### src/rtl/core/sem_pkg.sv
// Package for the Sobel edge magnitude block: shared types and constants.
// No dependencies.
`default_nettype none
package sem_pkg;

    localparam int SEM_MAX_WIDTH = 2048;
    localparam int CFG_W         = 12;
    localparam int PIX_W         = 8;
    localparam int Q_DEPTH       = 8;
    localparam int Q_AW          = $clog2(Q_DEPTH);

    localparam logic [CFG_W-1:0] WIDTH_RESET  = CFG_W'(640);
    localparam logic [CFG_W-1:0] HEIGHT_RESET = CFG_W'(480);
    localparam logic [CFG_W-1:0] MIN_DIM      = CFG_W'(3);

    localparam logic REG_WIDTH  = 1'b0;
    localparam logic REG_HEIGHT = 1'b1;

    localparam logic [PIX_W-1:0] MAG_MAX = '1;

    typedef struct packed {
        logic valid;
        logic emit;
        logic row_end;
        logic frame_end;
    } t_ctl;

    typedef struct packed {
        logic [PIX_W-1:0] magnitude;
        logic             row_end;
        logic             frame_end;
    } t_res;

endpackage
`default_nettype wire

### src/rtl/core/sem_front.sv
// Front end: input acceptance, configuration registers, raster counters,
// classification of each pixel and output credit tracking. Uses sem_pkg.
`default_nettype none
module sem_front #(
    parameter int MAX_WIDTH = sem_pkg::SEM_MAX_WIDTH,
    parameter int ADDR_W    = $clog2(MAX_WIDTH)
) (
    input  wire logic                     i_clk,
    input  wire logic                     i_rst_n,
    input  wire logic                     i_valid,
    output logic                          o_stall,
    input  wire logic                     i_cfg_we,
    input  wire logic                     i_cfg_idx,
    input  wire logic [sem_pkg::CFG_W-1:0] i_cfg_data,
    input  wire logic                     i_out_fire,
    output sem_pkg::t_ctl                 o_ctl,
    output logic [ADDR_W-1:0]             o_col
);
    import sem_pkg::*;

    localparam int EW = (CFG_W > $clog2(MAX_WIDTH + 1)) ? CFG_W : $clog2(MAX_WIDTH + 1);
    localparam logic [EW-1:0]     MAXW     = EW'(MAX_WIDTH);
    localparam logic [ADDR_W-1:0] LAST_COL = ADDR_W'(MAX_WIDTH - 1);
    localparam logic [Q_AW:0]     CREDITS  = (Q_AW + 1)'(Q_DEPTH);

    logic [CFG_W-1:0]  r_width, r_height;
    logic [ADDR_W-1:0] r_col, n_col;
    logic [CFG_W-1:0]  r_row, n_row;
    logic [Q_AW:0]     r_credit, n_credit;

    logic [EW-1:0]     w_eff;
    logic [CFG_W-1:0]  h_eff;
    logic [ADDR_W-1:0] c_eff;
    logic [EW:0]       col_p1;
    logic [CFG_W:0]    row_p1;
    logic              last_col, last_row, emit, accept;

    assign o_stall = (r_credit == CREDITS);
    assign accept  = i_valid && !o_stall;

    always_comb begin
        if (EW'(r_width) < EW'(MIN_DIM)) begin
            w_eff = EW'(MIN_DIM);
        end else if (EW'(r_width) > MAXW) begin
            w_eff = MAXW;
        end else begin
            w_eff = EW'(r_width);
        end
        h_eff    = (r_height < MIN_DIM) ? MIN_DIM : r_height;
        c_eff    = (r_col > LAST_COL) ? LAST_COL : r_col;
        col_p1   = (EW + 1)'(c_eff) + (EW + 1)'(1);
        row_p1   = {1'b0, r_row} + (CFG_W + 1)'(1);
        last_col = col_p1 >= {1'b0, w_eff};
        last_row = row_p1 >= {1'b0, h_eff};
        emit     = (r_row >= CFG_W'(2)) && (c_eff >= ADDR_W'(2));

        n_col = r_col;
        n_row = r_row;
        if (accept) begin
            if (last_col) begin
                n_col = '0;
                n_row = last_row ? '0 : row_p1[CFG_W-1:0];
            end else begin
                n_col = col_p1[ADDR_W-1:0];
            end
        end
        n_credit = r_credit + (Q_AW + 1)'(accept && emit) - (Q_AW + 1)'(i_out_fire);
    end

    assign o_ctl = '{valid: accept, emit: emit, row_end: last_col,
                     frame_end: last_col && last_row};
    assign o_col = c_eff;

    always_ff @(posedge i_clk) begin
        if (!i_rst_n) begin
            r_width  <= WIDTH_RESET;
            r_height <= HEIGHT_RESET;
            r_col    <= '0;
            r_row    <= '0;
            r_credit <= '0;
        end else begin
            if (i_cfg_we) begin
                case (i_cfg_idx)
                    REG_WIDTH:  r_width  <= i_cfg_data;
                    REG_HEIGHT: r_height <= i_cfg_data;
                    default: ;
                endcase
            end
            r_col    <= n_col;
            r_row    <= n_row;
            r_credit <= n_credit;
        end
    end

endmodule
`default_nettype wire

### config.mk
export PLATFORM = sky130hd
export DESIGN_NAME = sem_front
export DESIGN_NICKNAME = d
export VERILOG_FILES = /design/src/rtl/core/sem_pkg.sv /design/src/rtl/core/sem_front.sv
export SDC_FILE = /design/constraint.sdc
export NUM_CORES = 1
export LEC_CHECK = 0
export ABC_AREA = 1
export BUFFER_PORTS_ARGS = -buffer_cell sky130_fd_sc_hd__buf_2
export CORE_MARGIN = 4
export CORE_UTILIZATION = 38
export CTS_BUF_LIST = sky130_fd_sc_hd__clkbuf_4 sky130_fd_sc_hd__clkbuf_8
export DETAILED_ROUTE_END_ITERATION = 7
export SKIP_LAST_GASP = 1
export SLEW_MARGIN = 20
export SYNTH_ARGS = -nofsm -noshare
export SYNTH_HDL_FRONTEND = slang
export SYNTH_SLANG_ARGS = --single-unit
### constraint.sdc
create_clock -name i_clk -period 3.5 [get_ports i_clk]
set_input_delay 0.525 -clock i_clk [delete_from_list [all_inputs] [get_ports i_clk]]
set_output_delay 0.525 -clock i_clk [all_outputs]
set_load 0.03 [all_outputs]
==> results.ini <==
[run_status]
outcome=finished clean

[flow_run]
maxCapViolCount=0

[critical_path]
crit_path_max_fanout=6
slowest_delay_ps=430
cp_cell_sequence=ha_1 > nand3_2 > nor2_4 > nand2_2 > nor2_4 > xor2_2 > ha_1 > nand2_1 > nor2_2 > and2_1 > nand2_2 > nand4_4 > inv_1 > nor2_1 > buf_2
reg2regPathDepth=17
path_depth=15
crit_family=simple AND/OR/NAND/NOR gates
worst-path-buf-inv=2
arrival_ps=2660
cp.required_ps=2970
cp_slowest_cell=dfxtp_1
cp-end-kind=output pin
path_class=flip-flop to output pin
rrSetupSlack_ps=940
cp-start-kind=flip-flop

[timing]
maxSlewHeadroom_pct=56.0
rsz0062_at_grt=false
final.hold.worst_slack_ps=460
min_period_over_period_pct=90.9
setup_violations=0
max_freq_mhz=314
setup-tns-final_ps=0
fin_worst_skew_ps=9.99
min_period_ps=3180
fin_ws_ps=318
tightestPinTransition_ps=657
final-hold-violation-count=0
slew_violations=0

[drt]
wire_per_inst_um=12.1
drt_iter0_markers=95
wirelength_mm=7.37
vias_per_cell=4.80
vias=2912
ant_nets=0
drcViolationCount=0
first_pass_iters=4

[power_and_ir_drop]
power.total_mw=1.50
pwr-share-seq_pct=45.2
p_leak_nw=1.84
power_switching_share_pct=36.1
p_sw_mw=0.540
max-vdd-ir-drop_mv=0.208
powerDensity_nw_per_um2=409
clkPwrFrac_pct=24.6
p_int_mw=0.957
power_frac_comb_pct=30.2

[clock_tree]
clk_pin_slew_worst_paths_ps=100
cts_made_buffers=5
cts_root_buf=clkbuf_8
clock_sinks=51
clock_latency_ps=300
ctsLongestPathBuffers=2
h-tree-depth=2
cts_tree=built

[placed_design]
dp.final_hpwl_mm=5.93
gp_congestion=0.814
port_buffers=33
place_ws_ps=612

[global_routing]
grt_pass1_vias=2880
overflow=0
gr-max-usage-layer=met2
grtUsageMet2_pct=26.3
grt.total_usage_pct=15.5
grt_pass1_wl_mm=13.0
gr-usage-met3_pct=2.59
grt_use_met1_pct=20.2
grt_max_degree=30
antenna_found_initial=0

[floorplan]
die_w_um=102
core_um2=8680
row_count=34
initial_utilization_pct=38.9
dieArea_um2=10500
io_pins=34
die_y_um=102

[logic_synthesis]
synthArstFlopShare_pct=0
synth_warnings=0
syn_nets=534
yosys-top-cells-area=dfxtp_1 30%, nand2_1 13%, ha_1 12%
syn-cell-area_um2=3380
yosys.area.top_type=dfxtp_1
syn_area_per_cell_um2=7.00
ys_types=39
netlist_instances=482
synth_edf_count=0
synth_top_area_share_pct=30.2
synth_ff_type=dfxtp_1
seq_area_frac_synth_pct=30.2
ys_ff_latch=51

[final_layout]
syn_to_final_growth_pct=8.27
layout_commonest_cell=nand2_1
fin_nets=550
final_cell_mix=113 x nand2_1, 63 x inv_1, 57 x nor2_1, 49 x dfxtp_1
fill_cells=965
layout-drive-gt1-share_pct=14.8
antennaDiodeCount=0

[hold_path]
hold_depth=3
min_path_type=primary input to flip-flop

[what timing repair did]
action	CTS	global route
setup endpoints to repair	0	1
buffers inserted	0	0
hold buffers	0	0
gates resized for setup	0	2
[cell families (layout without fill, tap and decap cells)]
family                   after synthesis  after routing  share of synthesized area (%)
AO/OA/AOI/OAI                         56             56                           9.27
XOR/XNOR                              15             15                           4.56
adder cells (fa/ha/maj)               34             34                           12.8
buffers and inverters                 91            108                           11.3
flip-flops                            51             51                           30.2
AND/OR/NAND/NOR                      235            235                           31.8
[power by group through the flow]
stage	logic, mW	clock network [mW]	registers (mW)
final	0.452	0.367	0.677
after detailed placement	0.455	0	0.690
after global routing	0.522	0.410	0.686
after floorplan	0.366	0	0.676
after CTS	0.457	0.388	0.677
after global placement	0.443	0	0.687
[flip-flops by register name, summed over array words and instances (netlist names)]
register,cells
r_row,12
r_col,11
r_height,12
r_width,12
r_credit,4
[routing by layer]
layer | routed length [µm] | share of wire [%]
met1 | 3580 | 49
met2 | 3440 | 47
met3 | 259 | 3.5
met4 | 91 | 1.2
met5 | 0 | 0
[worst reg2reg max path, stage by stage (launching register included)]
cell,delay (ps)
dfxtp_1,430
ha_1,240
nand3_2,120
nor2_4,140
nand2_2,90
nor2_4,100
xor2_2,160
ha_1,240
nand2_1,90
nor2_2,60
and2_1,140
nand2_2,80
nand4_4,90
nand2_4,110
nand2_4,120
inv_4,170
nand2_1,70
nand2_1,60
[per-stage QoR]
step / utilization [%] / instance area [µm²] / std cells
2_1_floorplan: - / 3380 / 482
3_3_place_gp: 40.9 / 3550 / 599
3_5_place_dp: 40.9 / 3550 / 599
4_1_cts: 42.1 / 3650 / 607
5_1_grt: 42.1 / 3650 / 607
6_report: 42.1 / 3650 / 607
[cell type report]
class	count	area [µm²]	share of cell area, %
sequential	51	1020	28.0
clock inverter	1	8.76	0.240
inverter	66	250	6.85
timing repair buffer	34	173	4.72
clock buffer	7	90.1	2.46
multi-input combinational	340	1970	54.0
tap	108	135	3.70
[worst paths after layout]
| kind | from | to |
|---|---|---|
| setup reg to reg | r_col[1]$_SDFFE_PN0P_ | r_row[1]$_SDFFE_PN0P_ |
| hold reg to reg | r_height[4]$_SDFFE_PN0P_ | r_height[4]$_SDFFE_PN0P_ |
| hold / removal | i_cfg_data[0] | r_width[0]$_SDFFE_PN0P_ |
| setup / recovery | r_col[1]$_SDFFE_PN0P_ | o_ctl[0] |
[cells in the mapped netlist, types with 2 or more instances]
| cell | n |
|---|---|
| nand2_2 | 5 |
| nor3_1 | 5 |
| inv_1 | 63 |
| clkbuf_1 | 16 |
| o21ai_0 | 29 |
| ha_1 | 33 |
| nor2_2 | 3 |
| buf_4 | 5 |
| nand3_1 | 26 |
| xor2_2 | 2 |
| nor4_1 | 6 |
| dfxtp_1 | 51 |
| nor2_1 | 57 |
| nand2_4 | 2 |
| buf_2 | 2 |
| a21oi_2 | 3 |
| nor2_4 | 6 |
| o211ai_1 | 4 |
| nand3_2 | 2 |
| nand2_1 | 113 |
| xnor2_1 | 2 |
| buf_6 | 2 |
| xor2_1 | 10 |
| a21oi_1 | 17 |
| nand4_1 | 4 |
(Power assumes the default switching activity.)
