===== config.mk =====
export PLATFORM = sky130hd
export DESIGN_NAME = sem_back
export DESIGN_NICKNAME = d
export VERILOG_FILES = /design/src/rtl/core/sem_pkg.sv /design/src/rtl/core/sem_back.sv
export SDC_FILE = /design/constraint.sdc
export NUM_CORES = 1
export LEC_CHECK = 0
export BUFFER_PORTS_ARGS = -buffer_cell sky130_fd_sc_hd__clkbuf_2
export CORE_ASPECT_RATIO = 0.5
export CORE_MARGIN = 2
export CORE_UTILIZATION = 40
export CTS_CLUSTER_DIAMETER = 60
export DETAILED_ROUTE_END_ITERATION = 10
export GPL_TIMING_DRIVEN = 0
export PLACE_DENSITY = 0.61
export SLEW_MARGIN = 40
export SYNTH_ARGS = -nofsm -noshare
export SYNTH_HDL_FRONTEND = slang
export SYNTH_SLANG_ARGS = --single-unit
export TNS_END_PERCENT = 100

===== constraint.sdc =====
create_clock -name i_clk -period 4.3 [get_ports i_clk]
set_clock_uncertainty 0.2 [all_clocks]
set_input_delay 0.43 -clock i_clk [delete_from_list [all_inputs] [get_ports i_clk]]
set_output_delay 0.43 -clock i_clk [all_outputs]
set_load 0.005 [all_outputs]

===== src/rtl/core/sem_pkg.sv =====
// Package for the Sobel edge magnitude block: shared types and constants.
// No dependencies.
`default_nettype none
package sem_pkg;

    localparam int SEM_MAX_WIDTH = 2048;
    localparam int CFG_W         = 12;
    localparam int PIX_W         = 8;
    localparam int Q_DEPTH       = 8;
    localparam int Q_AW          = $clog2(Q_DEPTH);

    localparam logic [CFG_W-1:0] WIDTH_RESET  = CFG_W'(640);
    localparam logic [CFG_W-1:0] HEIGHT_RESET = CFG_W'(480);
    localparam logic [CFG_W-1:0] MIN_DIM      = CFG_W'(3);

    localparam logic REG_WIDTH  = 1'b0;
    localparam logic REG_HEIGHT = 1'b1;

    localparam logic [PIX_W-1:0] MAG_MAX = '1;

    typedef struct packed {
        logic valid;
        logic emit;
        logic row_end;
        logic frame_end;
    } t_ctl;

    typedef struct packed {
        logic [PIX_W-1:0] magnitude;
        logic             row_end;
        logic             frame_end;
    } t_res;

endpackage
`default_nettype wire


===== src/rtl/core/sem_back.sv =====
// Result queue and output channel. The head entry drives the output ports.
// Uses sem_pkg.
`default_nettype none
module sem_back (
    input  wire logic          i_clk,
    input  wire logic          i_rst_n,
    input  wire logic          i_push,
    input  wire sem_pkg::t_res i_res,
    output logic               o_valid,
    input  wire logic          i_stall,
    output sem_pkg::t_res      o_res,
    output logic               o_fire
);
    import sem_pkg::*;

    t_res            r_q [Q_DEPTH];
    logic [Q_AW-1:0] r_wr, r_rdp;
    logic [Q_AW:0]   r_cnt;

    assign o_valid = (r_cnt != '0);
    assign o_fire  = o_valid && !i_stall;
    assign o_res   = r_q[r_rdp];

    always_ff @(posedge i_clk) begin
        if (i_push) begin
            r_q[r_wr] <= i_res;
        end
    end

    always_ff @(posedge i_clk) begin
        if (!i_rst_n) begin
            r_wr  <= '0;
            r_rdp <= '0;
            r_cnt <= '0;
        end else begin
            if (i_push) begin
                r_wr <= r_wr + Q_AW'(1);
            end
            if (o_fire) begin
                r_rdp <= r_rdp + Q_AW'(1);
            end
            r_cnt <= r_cnt + (Q_AW + 1)'(i_push) - (Q_AW + 1)'(o_fire);
        end
    end

endmodule
`default_nettype wire


==> qor.csv, run 1 <==
metric,value,unit
max_freq,379.3,MHz
finalWirelength,6314,um
grtUsageTotal,13.56,%
clockBufferDepth,2,
p_leak,1.496,nW
ant_nets,0,
final_common_cell,edfxtp_1,
dr.pass1.iters,5,
seqPwrFrac,47.9,%
worst-path-max-fanout,10,
dp.final_hpwl,4032,um
final_area,0.004350,sq mm
synthXorXnorAreaFrac,0.7035,%
clkSlewWorstSetupHoldPaths,0.06,ns
cts.sinks,93,
yosys_warnings,0,
ys_seq_area_share,71.29,%
tns,0,ns
syn_area,0.003735,sq mm
synth_mux_area_share,18.16,%
die_height,72.33,um
antenna_found_initial,0,
p_int,0.001660,W
place_congestion,0.7133,
grt_pass1_wl,9597,um
die_w,140.7,um
post-route-min-period,2.636,ns
ir_drop,234.5,uV
grt_max_degree,18,
drcViolationCount,0,
outcome,"finished, final reports clean",
async_reset_ff_share,0,%
nets,247,
dieArea,0.01017,sq mm
drtIter0Drc,102,
cts_setup_buffers,0,
portBuffers,25,
vias_per_cell,5.034,
synth_edf_count,80,
start_kind,flip-flop,
ctsResizeCount,0,
ys_types,25,
cp-end-kind,output port,
place_area,0.004046,sq mm
critPathKind,reg2out,
reg2regPathDepth,9,
synth_top_family_by_area,multiplexers,
cts_max_level,3,
synth_flop_cell,edfxtp_1,
ys_seq_elements,93,
area_delta_synth_final,16.48,%
pwr_density_cell,501.5,mW/mm^2
synth.avg_cell_area,19.87,sq um
core-area,0.008889,sq mm
min_path_type,in2reg,
synth_nets,209,
slew_violations,0,
cts_tree,built,
row_count,24,
finalSetupViolCount,0,
layout-drive-gt1-share,26.84,%
wl_per_cell,18.14,um
post-route-period-util,61.31,%
synth_compound_area_share,1.608,%
antennaDiodeCount,0,
vias,1752,
initial_core_util,42.02,%
synth-simple-area-share,4.087,%
syn_inst,188,
synthAdderAreaFrac,2.546,%
maxSlewHeadroom,47.76,%
p_switching,0.0005223,W
grt_overflow,0,
sw_frac_of_total,23.94,%
fillers,719,
rsz0062_at_grt,no,
final_cell_mix,"edfxtp_1 (80), clkbuf_2 (25), mux4_1 (20)",
worstHoldPathCells,1,
grt_pass1_vias,1783,
io_pins,26,
arrival,2.01,ns
cts_buffers,9,
cts_hold_buf,0,
clkPwrFrac,36.6,%
maxCapViolCount,0,
worst_pin_slew,0.7836,ns
critPathRequiredTime,3.67,ns
p_comb_share,15.5,%
insertion_delay,0.34,ns
clock-root-buffer,clkbuf_16,
final_hold_viol_count,0,
[synth_stat cells (2+ instances only)]
master / count / area [sq um]
a21boi_0: 4 / 30.03
mux4_1: 20 / 525.5
mux2i_1: 4 / 40.04
clkbuf_1: 3 / 11.26
xnor2_1: 2 / 17.52
mux2_2: 10 / 112.6
and2_1: 4 / 25.02
nor3_1: 3 / 15.01
nor2_1: 7 / 26.28
nand2_1: 6 / 22.52
edfxtp_1: 80 / 2402
nor2b_1: 2 / 12.51
ha_1: 6 / 75.07
inv_1: 6 / 22.52
nand2b_1: 5 / 31.28
o21ai_0: 2 / 10.01
or3_1: 2 / 12.51
buf_6: 2 / 22.52
dfxtp_1: 13 / 260.3
a21o_1: 2 / 15.01
[registers in the layout (all words and copies together) (netlist names), named ones only]
| name | cells |
|---|---|
| r_cnt | 4 |
| r_q | 80 |
| r_rdp | 3 |
| r_wr | 3 |
[power by group through the flow]
stage          Clock [W]  Sequential (W)  Combinational, W
2_1_floorplan          0         0.00106          0.000236
3_3_place_gp           0         0.00106          0.000329
3_5_place_dp           0         0.00106          0.000343
4_1_cts         0.000812         0.00105          0.000345
5_1_grt         0.000845         0.00105          0.000375
6_report        0.000799         0.00105          0.000337
[metal layers]
layer | vias up | GRT usage (%) | share of wire (%)
li1 | 841 | - | -
met1 | 872 | 17.43 | 47
met2 | 32 | 21.36 | 47
met3 | 7 | 4.686 | 4.3
met4 | 0 | 5.889 | 1.4
met5 | - | 0 | 0
[worst paths after layout]
check                                from        end  slack, ns
worst max register to register   r_cnt[2]   r_cnt[1]       1.79
worst min-delay path             i_res[2]  r_q[6][2]       0.16
worst max-delay path            flip-flop   o_res[0]       1.66
worst min register to register   r_rdp[1]   r_rdp[1]       0.30
[area by class of cell]
| class | count | area, sq um | share of cell area [%] |
|---|---|---|---|
| Sequential cell | 93 | 2663 | 61.20 |
| Inverter | 6 | 22.52 | 0.5177 |
| Tap cell | 117 | 146.4 | 3.365 |
| Clock inverter | 7 | 78.83 | 1.812 |
| Multi-Input combinational cell | 83 | 1037 | 23.84 |
| Timing Repair Buffer | 27 | 140.1 | 3.221 |
| Buffer | 6 | 37.54 | 0.8628 |
| Clock buffer | 9 | 225.2 | 5.177 |
[stage by stage]
stage	utilization, %	power [W]	worst slack [ns]	cells	hold WS [ns]
after CTS	48.94	0.002203	1.606	348	0.1498
final	48.94	0.002182	1.664	348	0.1615
after floorplan	-	0.001295	2.069	188	0.2603
after global placement	45.07	0.001390	1.659	330	0.2710
after global routing	48.94	0.002270	1.537	348	0.1749
after detailed placement	45.52	0.001407	1.793	332	0.2952
[critical path, stage by stage, from the launching register on]
cell	delay, ns
dfxtp_1	0.35
clkbuf_1	0.53
mux4_1	0.40
mux2_2	0.27
clkbuf_2	0.11
[kinds of logic (layout without fill, tap and decap cells)]
group / count (synthesis) / after routing
buffers and inverters: 12 / 55
and+or+nand+nor: 30 / 30
DFF: 93 / 93
AOI/OAI and AO/OA: 9 / 9
adders and majority gates: 7 / 7
muxes: 34 / 34
xor gates and xnor gates: 3 / 3
Power figures use the tool's default switching activity.
==> run 2: changes to the inputs <==
- ABC_AREA: unset -> 1
- PLACE_DENSITY: 0.61 -> 0.63
- clock period: 4.3 -> 2.4 ns (I/O delays scaled with it)
==> run 2 against run 1 <==
Effect of this change:
- flip-flop and latch count did not move
- first-iteration DRC count rose by 91%
- critical path type is now reg2reg
- register-to-register slack got worse by 1.5 ns
- critical endpoint is now r_cnt[2]
- power rose by 99%
==> qor.csv, run 2 <==
metric,value,unit
outcome,"finished, final reports clean",
critPathRequiredTime,2.44,ns
post-route-min-period,2.136,ns
dr.pass1.iters,4,
final_hold_viol_count,0,
multi_input_comb_area,0.001061,sq mm
antenna_found_initial,0,
ctsResizeCount,0,
start_kind,flip-flop,
grt_max_degree,18,
finalWirelength,8022,um
synth_top_area_share,57.31,%
arrival,2.17,ns
synth_common_cells,"nand2_1 (136), inv_1 (97), edfxtp_1 (80)",
grt_pass1_wl,13100,um
rsz0062_at_grt,no,
p_leak,2.242,nW
final_cell_mix,"nand2_1 (136), inv_1 (97), edfxtp_1 (80)",
final_area,0.004866,sq mm
startpoint,r_cnt[2],
area_delta_synth_final,16.09,%
drtIter0Drc,195,
cts_setup_buffers,0,
drcViolationCount,0,
synth_edf_count,80,
cts_hold_buf,7,
grt_overflow,0,
largest_reg_flops,80,
maxCapViolCount,0,
worst_pin_slew,0.6284,ns
pwr_density_cell,892.6,mW/mm^2
max_freq,468.2,MHz
final_common_cell,nand2_1,
setup_ws,0.2641,ns
yosysMostFrequentCell,nand2_1,
dp.final_hpwl,5297,um
tns,0,ns
cts.sinks,93,
maxSlewHeadroom,58.06,%
crit_slowest_cell,fa_1,
synth_area_leaders,"edfxtp_1 (57%), nand2_1 (12%), inv_1 (8.7%)",
worst-path-max-fanout,8,
row_count,26,
place_congestion,0.7431,
clkSlewWorstSetupHoldPaths,0.07,ns
grtUsageTotal,15.43,%
pre_cts_ws,0.2811,ns
dieArea,0.01136,sq mm
fillers,966,
synth_flop_cell,edfxtp_1,
cts_buffers,9,
layout-drive-gt1-share,15.70,%
max_stage_delay,0.38,ns
synth.avg_cell_area,9.614,sq um
async_reset_ff_share,0,%
ant_nets,0,
cts_tree,built,
vias_per_cell,4.438,
core-area,0.01021,sq mm
vias,2769,
antennaDiodeCount,0,
synth_nets,457,
cts_max_level,3,
layout.cells.non_filler,624,
die_w,148.8,um
top_register,r_q,
syn_inst,436,
r2r-end,r_cnt[2],
portBuffers,25,
critPathKind,reg2reg,
clock-root-buffer,clkbuf_16,
ys_types,19,
grt_pass1_vias,2715,
dpl.cell_count,601,
slew_violations,0,
synth_top_cell_by_area,edfxtp_1,
yosys_warnings,0,
reg2regPathDepth,12,
regArea,0.002663,sq mm
initial_core_util,41.03,%
min_path_type,in2reg,
ys_seq_area_share,63.52,%
cp-endpoint,r_cnt[2],
place_area,0.004512,sq mm
cp_cell_sequence,inv_1 > ha_1 > nand3_2 > nand2_1 > inv_1 > nand2_1 > o21ai_0 > ha_1 > inv_1 > fa_1 > xor2_1 > nor2_1,
reg2reg_slack,0.26,ns
die_height,76.39,um
wl_per_cell,12.86,um
syn_area,0.004192,sq mm
finalSetupViolCount,0,
r2r-start,r_cnt[2],
cp_common_cell,inv_1,
nets,500,
biggestRegsByFlops,"r_q: 80 flops, r_cnt: 4 flops",
insertion_delay,0.34,ns
ir_drop,410.4,uV
clockBufferDepth,2,
ys_seq_elements,93,
cp-end-kind,flip-flop,
whs,0.009676,ns
post-route-period-util,89.00,%
io_pins,26,
run 2: changes by cell type after synthesis, sizes merged, moves of 4 or more:
| cell | delta |
|---|---|
| a21boi | -4 |
| a21oi | +6 |
| and2 | -4 |
| buf | +11 |
| inv | +92 |
| mux2 | -10 |
| mux2i | -4 |
| mux4 | -20 |
| nand2 | +140 |
| nand2b | -5 |
| nand3 | +45 |
| nor2 | +12 |
run 2: worst min path at each step:
stage	start	endpoint	slack [ns]	depth (start not counted)
2_1_floorplan	i_rst_n	r_cnt[0]	0.13	2
3_3_place_gp	r_wr[0]	r_wr[0]	0.28	2
3_5_place_dp	r_wr[0]	r_wr[0]	0.29	2
4_1_cts	i_rst_n	r_cnt[0]	0.002	3
5_1_grt	i_res[2]	r_q[6][2]	0.009	1
6_report	i_res[2]	r_q[1][2]	0.01	1
run 2: layout make-up:
class | instances | share of cell area (%)
sequential | 93 | 54.72
inverter | 99 | 7.740
buffer | 14 | 2.289
timing repair buffer | 32 | 4.011
clock inverter | 7 | 1.209
clock buffer | 9 | 4.628
tap | 140 | 3.600
multi-input combinational | 230 | 21.81
run 2: metal layers:
layer	track usage, %	vias to the layer above	part of all wire [%]
met2	26.02	53	47
met4	4.952	0	1.6
met3	4.311	11	6.3
met5	0	-	0
li1	-	1436	-
met1	19.36	1269	45
run 2: metrics by stage:
stage / utilization [%] / power [W]
after detailed placement: 44.17 / 0.003049
after CTS: 47.64 / 0.004389
final: 47.64 / 0.004343
after global routing: 47.64 / 0.004615
after floorplan: - / 0.002685
after global placement: 43.97 / 0.003029
run 2: cells by family after synthesis:
kind of cell / after synthesis / share of synthesized area, %
buffers and inverters: 113 / 11.64
adder cells (fa/ha/maj): 7 / 2.269
XOR/XNOR: 1 / 0.2090
AND/OR/NAND/NOR: 212 / 21.16
AO/OA/AOI/OAI: 10 / 1.194
flip-flops: 93 / 63.52
run 2: critical path: cells and delay by family (launching register included):
kind | cells | cell delay, ns
xor+xnor | 1 | 0.14
simple gates | 4 | 0.34
compound gates | 1 | 0.09
buf+inv | 3 | 0.17
flops | 1 | 0.32
fa+ha+maj | 3 | 0.78
run 2: where the power goes:
group / switching (W) / internal, W
registers: 0.0000369 / 0.00184
clock network: 0.000615 / 0.000717
logic: 0.000699 / 0.000437
==> run 3: changes to the inputs <==
- SETUP_SLACK_MARGIN: unset -> 0.4
==> run 3 against run 2 <==
Effect of this change:
- power increased by 6.4%
- clock power increased by 14%
- non-clock buffer count increased by 2
- worst setup slack improved by 0.20 ns
- largest cell class unchanged
- highest routed layer unchanged
==> qor.csv, run 3 (synthesis gave the netlist of run 2 again) <==
metric,value,unit
outcome,"finished, final reports clean",
cts_buffers,9,
wl_met2,3835,um
antenna_found_initial,0,
clock-root-buffer,clkbuf_16,
grt_overflow,0,
tns,0,ns
final_common_cell,nand2_1,
antennaDiodeCount,0,
layout.cells.non_filler,625,
area_delta_synth_final,18.42,%
ant_nets,0,
grt_pass1_vias,2601,
rsz0062_at_grt,yes,
die_height,76.39,um
place_area,0.004512,sq mm
biggestRegsByFlops,"r_q: 80 flops, r_cnt: 4 flops",
final_area,0.004964,sq mm
grtUsageTotal,15.23,%
die_w,148.8,um
portBuffers,25,
drcViolationCount,0,
setup_ws,0.4677,ns
pwr_density_cell,930.6,mW/mm^2
finalWirelength,8027,um
worst-path-max-fanout,3,
arrival,1.96,ns
insertion_delay,0.33,ns
io_pins,26,
p_leak,2.278,nW
nets,502,
ir_drop,512.0,uV
grt_pass1_wl,12790,um
largest_reg_flops,80,
initial_core_util,41.03,%
start_kind,flip-flop,
vias,2719,
wl_per_cell,12.84,um
final_hold_viol_count,0,
finalSetupViolCount,0,
wl_met1,3436,um
dp.final_hpwl,5246,um
top_register,r_q,
max_freq,517.5,MHz
slew_violations,0,
maxSlewHeadroom,56.72,%
maxCapViolCount,0,
pre_cts_ws,0.2686,ns
place_congestion,0.7157,
cp-end-kind,flip-flop,
clockBufferDepth,2,
dpl.cell_count,601,
post-route-min-period,1.932,ns
final_cell_mix,"nand2_1 (135), inv_1 (95), edfxtp_1 (80)",
critPathKind,reg2reg,
whs,0.01244,ns
dr.pass1.iters,4,
vias_per_cell,4.350,
cts.sinks,93,
worst_pin_slew,0.6485,ns
wl_met3,629,um
post-route-period-util,80.51,%
cts_tree,built,
highest_layer,met4,
critPathRequiredTime,2.42,ns
core-area,0.01021,sq mm
row_count,26,
min_path_type,in2reg,
clkSlewWorstSetupHoldPaths,0.06,ns
layout-drive-gt1-share,18.14,%
drtIter0Drc,228,
dieArea,0.01136,sq mm
cts_max_level,3,
grt_max_degree,17,
[run 3: repair_timing]
action                                 in CTS  in global routing
hold buffers                                6                  0
resized for setup                           7                  9
endpoints found under the hold margin      33                  0
setup endpoints to repair                   2                  7
buffers inserted                            1                  2
pin swaps                                   1                  3
[run 3: layout make-up]
cell class	instances	area [sq um]
fill	930	5251
sequential	93	2665
multi-input combinational	230	1092
inverter	99	376.6
clock buffer	9	225.2
timing repair buffer	34	207.7
tap	140	175.2
buffer	14	125.1
clock inverter	6	96.34
[run 3: worst max-delay path, stage by stage, from the launching register on]
cell and delay [ns]:
dfxtp_1 0.32, inv_2 0.05, ha_4 0.15, nand3_4 0.05, nand2_1 0.06, inv_2 0.07, nand2_2 0.06, o21ai_2 0.06
ha_2 0.18, inv_1 0.06, fa_2 0.34, xor2_1 0.15, nor2_1 0.06
[run 3: report_power, final]
group	internal (W)	switching (W)	leakage, nW	total [W]
Clock	0.000919	0.000586	0.154	0.00151
Combinational	0.000498	0.000738	1.29	0.00124
Sequential	0.00184	0.0000379	0.834	0.00188
[run 3: path summary, 6_finish.rpt]
check                start        end  slack [ns]  cells past startpoint
hold reg to reg    r_wr[0]    r_wr[0]        0.30                      2
setup / recovery  r_cnt[2]   r_cnt[2]        0.47                     12
hold / removal    i_res[7]  r_q[6][7]        0.01                      1
setup reg to reg  r_cnt[2]   r_cnt[2]        0.47                     12
[run 3: layer usage]
metal,up-vias,global-route usage (%)
met1,1200,19.39
met5,-,0
met3,10,4.371
li1,1443,-
met2,66,25.09
met4,0,5.238
[run 3: per-stage QoR]
| stage | utilization, % | power [W] |
|---|---|---|
| after CTS | 48.15 | 0.004600 |
| after global routing | 48.59 | 0.004896 |
| after global placement | 43.97 | 0.003024 |
| final | 48.59 | 0.004619 |
| after floorplan | - | 0.002684 |
| after detailed placement | 44.17 | 0.003048 |
